===== src/hw/rtl/ppwf_pkg.sv =====
// shared types and constants for the peak position and width finder
`default_nettype none

package ppwf_pkg;

	localparam int SAMPLE_W = 24;
	localparam int POS_W    = 11;
	localparam int WIDTH_W  = 10;
	localparam int QUAL_W   = SAMPLE_W + 3;

	typedef logic signed [SAMPLE_W-1:0] sample_t;

	typedef struct packed {
		logic load;
		logic rd_en;
		logic left_init;
		logic left_edge;
		logic left_step;
		logic left_done;
		logic right_init;
		logic right_edge;
		logic right_step;
		logic right_done;
		logic result_load;
	} cmd_t;

	typedef struct packed {
		logic pos_gt1;
		logic pos_lt_len;
		logic p_gt1;
		logic p_lt_len;
		logic qual;
	} sts_t;

endpackage

`default_nettype wire


===== src/hw/rtl/ppwf_ctrl.sv =====
// controller state machine: load, left scan, right scan, result hand-off
`default_nettype none

module ppwf_ctrl
	import ppwf_pkg::*;
(
	input  wire logic clk,
	input  wire logic arst_n,
	input  wire logic in_valid,
	input  wire logic in_last,
	output logic      in_ready,
	output logic      out_valid,
	input  wire logic out_ready,
	input  wire sts_t sts,
	output cmd_t      cmd
);

	localparam logic [3:0] ST_LOAD   = 4'd0;
	localparam logic [3:0] ST_L_INIT = 4'd1;
	localparam logic [3:0] ST_L_TEST = 4'd2;
	localparam logic [3:0] ST_L_CHK  = 4'd3;
	localparam logic [3:0] ST_R_INIT = 4'd4;
	localparam logic [3:0] ST_R_TEST = 4'd5;
	localparam logic [3:0] ST_R_CHK  = 4'd6;
	localparam logic [3:0] ST_FIN    = 4'd7;

	logic [3:0] state_q;
	logic [3:0] state_d;
	logic       out_valid_q;
	logic       out_free;

	assign in_ready  = (state_q == ST_LOAD);
	assign out_valid = out_valid_q;
	assign out_free  = !out_valid_q || out_ready;

	always_comb begin
		state_d = state_q;
		cmd     = '0;
		case (state_q)
			ST_LOAD: begin
				cmd.load = in_valid;
				if (in_valid && in_last) begin
					state_d = ST_L_INIT;
				end
			end
			ST_L_INIT: begin
				if (sts.pos_gt1) begin
					cmd.left_init = 1'b1;
					state_d       = ST_L_TEST;
				end else begin
					cmd.left_edge = 1'b1;
					state_d       = ST_R_INIT;
				end
			end
			ST_L_TEST: begin
				if (sts.p_gt1) begin
					cmd.rd_en = 1'b1;
					state_d   = ST_L_CHK;
				end else begin
					cmd.left_done = 1'b1;
					state_d       = ST_R_INIT;
				end
			end
			ST_L_CHK: begin
				if (sts.qual) begin
					cmd.left_done = 1'b1;
					state_d       = ST_R_INIT;
				end else begin
					cmd.left_step = 1'b1;
					state_d       = ST_L_TEST;
				end
			end
			ST_R_INIT: begin
				if (sts.pos_lt_len) begin
					cmd.right_init = 1'b1;
					state_d        = ST_R_TEST;
				end else begin
					cmd.right_edge = 1'b1;
					state_d        = ST_FIN;
				end
			end
			ST_R_TEST: begin
				if (sts.p_lt_len) begin
					cmd.rd_en = 1'b1;
					state_d   = ST_R_CHK;
				end else begin
					cmd.right_done = 1'b1;
					state_d        = ST_FIN;
				end
			end
			ST_R_CHK: begin
				if (sts.qual) begin
					cmd.right_done = 1'b1;
					state_d        = ST_FIN;
				end else begin
					cmd.right_step = 1'b1;
					state_d        = ST_R_TEST;
				end
			end
			ST_FIN: begin
				if (out_free) begin
					cmd.result_load = 1'b1;
					state_d         = ST_LOAD;
				end
			end
			default: begin
				state_d = ST_LOAD;
			end
		endcase
	end

	always_ff @(posedge clk or negedge arst_n) begin
		if (!arst_n) begin
			state_q     <= ST_LOAD;
			out_valid_q <= 1'b0;
		end else begin
			state_q <= state_d;
			if (cmd.result_load) begin
				out_valid_q <= 1'b1;
			end else if (out_ready) begin
				out_valid_q <= 1'b0;
			end
		end
	end

endmodule

`default_nettype wire


===== config.mk =====
export PLATFORM = sky130hd
export DESIGN_NAME = ppwf_ctrl
export DESIGN_NICKNAME = d
export VERILOG_FILES = /design/src/hw/rtl/ppwf_pkg.sv /design/src/hw/rtl/ppwf_ctrl.sv
export SDC_FILE = /design/constraint.sdc
export NUM_CORES = 1
export LEC_CHECK = 0
export BUFFER_PORTS_ARGS = -buffer_cell sky130_fd_sc_hd__buf_2
export CAP_MARGIN = 0
export CORE_AREA = 2 2 39 41
export CTS_CLUSTER_SIZE = 28
export DETAILED_ROUTE_END_ITERATION = 10
export DIE_AREA = 0 0 41 43
export SYNTH_ARGS = -nofsm -noshare
export SYNTH_HDL_FRONTEND = slang
export SYNTH_SLANG_ARGS = --single-unit

===== constraint.sdc =====
create_clock -name clk -period 2.53 [get_ports clk]
set_clock_uncertainty 0.1 [all_clocks]
set_input_delay 0.506 -clock clk [delete_from_list [all_inputs] [get_ports clk]]
set_output_delay 0.506 -clock clk [all_outputs]
set_load 0.005 [all_outputs]

==> flow_metrics.env <==
export IMPL_outcome="completed"
export IMPL_worst_pin_slew_ns=0.4262
export IMPL_r2r_start="state_q[2]"
export IMPL_place_hpwl_um=770.2
export IMPL_pin_count=23
export IMPL_rr_worst_depth=3
export IMPL_drc_errors=0
export IMPL_final_setup_tns_ns=0
export IMPL_yosysTopAreaCell="dfrtp_1"
export IMPL_vias=438
export IMPL_synth_top_area_share_pct=27.21
export IMPL_leakage_nw=0.2667
export IMPL_root_buffer="clkbuf_4"
export IMPL_synthTopCellsByArea="dfrtp_1 (27%), o32ai_1 (4.8%), buf_2 (4.1%), nor3_1 (4.1%), nor3b_1 (4.1%)"
export IMPL_die_w_um=41
export IMPL_power_frac_clock_pct=14.6
export IMPL_ys_ff_latch=4
export IMPL_wl_met2_um=433
export IMPL_hold_violations=0
export IMPL_final_fill_count=148
export IMPL_numCtsBuffers=3
export IMPL_post_cts_buffers=0
export IMPL_antenna_cells=0
export IMPL_initial_core_util_pct=26.58
export IMPL_syn_inst=48
export IMPL_routedWlPerCell_um=11.43
export IMPL_grt_pass1_vias=346
export IMPL_worst_r2r_setup_slack_ns=1.06
export IMPL_rsz0062_at_grt="false"
export IMPL_routed_via_density=5.034
export IMPL_ant_nets=0
export IMPL_wl_met1_um=472
export IMPL_ys_seq_area_share_pct=27.21
export IMPL_powerDensity_nw_per_um2=1085
export IMPL_die_y_um=43
export IMPL_portBuffers=22
export IMPL_synthSimpleGateAreaFrac_pct=37.41
export IMPL_synthXorXnorAreaFrac_pct=0
export IMPL_criticalPathCategory="reg2out"
export IMPL_grt_overflow_total=0
export IMPL_cts_tree="yes"
export IMPL_clock_latency_ns=0.23
export IMPL_cts_sinks=4
export IMPL_power_frac_seq_pct=34.0
export IMPL_slew_viol_final=0
export IMPL_fin_nets=83
export IMPL_regArea_um2=100.1
export IMPL_yosysMostFrequentCell="dfrtp_1"
export IMPL_grt_pass1_wl_um=1469
export IMPL_max_freq_ghz=0.4901
export IMPL_drtIter0Drc=6
export IMPL_multi_input_area_um2=234.0
export IMPL_htreeDepth=1
export IMPL_crit_path_end_kind="primary output"
export IMPL_hold_class="in2reg"
export IMPL_avgSynthCellArea_um2=7.664
export IMPL_p_comb_share_pct=51.4
export IMPL_synthAdderAreaFrac_pct=0
export IMPL_gp_congestion=0.7401
export IMPL_antenna_found_initial=0
export IMPL_synth_edff_count=0
export IMPL_swShare_pct=46.17
export IMPL_switchingPower_mw=0.2582
export IMPL_critPathMaxStageDelay_ns=0.59
export IMPL_crit_path_cell_trace="inv_2, nor4b_1, buf_2"
export IMPL_min_to="out_valid"
export IMPL_cp_required_ns=1.92
export IMPL_core_um2=1384
export IMPL_drive_gt1_share_pct=40.85
export IMPL_synth_top_family_by_area="simple AND/OR/NAND/NOR gates"
export IMPL_postLayoutCoreUtil_pct=37.25
export IMPL_top_layer_used="met4"
export IMPL_rows=14
export IMPL_clockBufferDepth=2
export IMPL_die_area_um2=1763
export IMPL_ys_warn_count=0
export IMPL_track_usage_pct=12.40
export IMPL_hp_start="out_ready"
export IMPL_internal_power_mw=0.3010
export IMPL_syn_area_um2=367.9
export IMPL_first_pass_iters=4
export IMPL_crit_arrival_ns=1.43
export IMPL_synthArstFlopShare_pct=100.0
export IMPL_startpoint_type="flop"
export IMPL_met3_length_um=72
export IMPL_clk_pin_slew_ns=0.04
export IMPL_synth_cell_types=29
export IMPL_whs_path_depth=2
export IMPL_fin_crit_ns=2.040
export IMPL_totalWireLength_um=994
export IMPL_synth_flop_cell="dfrtp_1"
export IMPL_synth_commonest_cells="dfrtp_1 (4), buf_2 (3), inv_2 (3), nor2_1 (3), nor3_1 (3)"
export IMPL_cp_max_fo=14
export IMPL_mappedNetlistNets=58
export IMPL_grt_max_degree=16
export IMPL_area_growth_pct=40.14
export IMPL_setup_violations_final=0
export IMPL_rr_endpoint="state_q[2]"
export IMPL_vdd_drop_max_mv=0.3762
export IMPL_cap_violations=0
export IMPL_slew_headroom_pct=71.58
export IMPL_synthMuxAreaShare_pct=0
export IMPL_hold_ws_ns=0.4159
export IMPL_fin_crit_sh_pct=80.65
export IMPL_slowest_stage="dfrtp_1"
export IMPL_synth_compound_area_share_pct=26.19
worst max-delay path by stage:
stage,start,end,slack (ns)
3_5_place_dp,state_q[2],cmd[4],0.73
2_1_floorplan,state_q[0],cmd[10],0.93
6_report,state_q[2],cmd[4],0.49
3_3_place_gp,state_q[2],cmd[4],0.72
5_1_grt,state_q[2],cmd[4],0.32
4_1_cts,state_q[2],cmd[4],0.46
worst max-delay path: cells and delay by family, from the launching register on:
kind	cells	cell delay, ns
buffers and inverters	2	0.31
DFF	1	0.59
and+or+nand+nor	1	0.30
flip-flops by register name, summed over array words and instances (netlist names):
signal and cells:
state_q 3, out_valid 1
through the flow:
stage	worst slack, ns	power [mW]	area, µm²	cells
after floorplan	0.9259	0.3825	367.9	48
after global placement	0.7223	0.4748	483.0	83
after detailed placement	0.7318	0.4784	483.0	83
after CTS	0.4607	0.5644	515.5	87
after global routing	0.3173	0.6085	515.5	87
final	0.4895	0.5592	515.5	87
metal layers:
| layer | global-route usage (%) | vias to the layer above |
|---|---|---|
| li1 | - | 224 |
| met1 | 17.92 | 191 |
| met2 | 13.75 | 21 |
| met3 | 3.141 | 2 |
| met4 | 12.00 | 0 |
| met5 | 0 | - |
power by group through the flow:
stage                     clock (mW)  combinational, mW  sequential, mW
after floorplan                    0              0.258           0.125
after global placement             0              0.288           0.187
after detailed placement           0              0.289           0.189
after CTS                     0.0848              0.291           0.188
after global routing          0.0881              0.318           0.202
final                         0.0814              0.287           0.190
final cells by class:
| class | instances | area share, % |
|---|---|---|
| clock buffers | 3 | 4.369 |
| repair buffers | 23 | 23.30 |
| flip-flops and latches | 4 | 19.42 |
| inverters | 5 | 3.641 |
| well taps | 16 | 3.883 |
| multi-input cells | 36 | 45.39 |
logic make-up (layout without fill, tap and decap cells):
logic type / count (synthesis) / count (layout)
compound gates: 13 / 13
flops: 4 / 4
buf+inv: 8 / 31
simple gates: 23 / 23
timing repair:
action                    CTS  global route
resized for setup           0             0
hold buffers                1             0
hold endpoints to repair    4             0
layout by cell type, fill, tap and decap left out:
master          n
dlygate4sd3_1   1
nand3_1         1
nor2_1          3
nand2_1         2
o21ai_0         1
and2_1          2
nor4_1          2
o22ai_1         1
buf_2          22
nor3_1          3
nand4_1         1
clkbuf_4        3
a21o_1          1
a21oi_1         1
inv_2           3
o32a_1          1
a31oi_1         1
a221o_1         1
nand2b_2        1
nor2b_1         1
and3b_1         1
o32ai_1         2
o21a_1          1
nor3b_1         2
dfrtp_1         4
inv_1           2
nor4b_1         1
o2111a_1        1
o21ai_1         2
nand2b_1        2
nand3b_1        1
No activity file was read; power rests on OpenSTA's default activity.
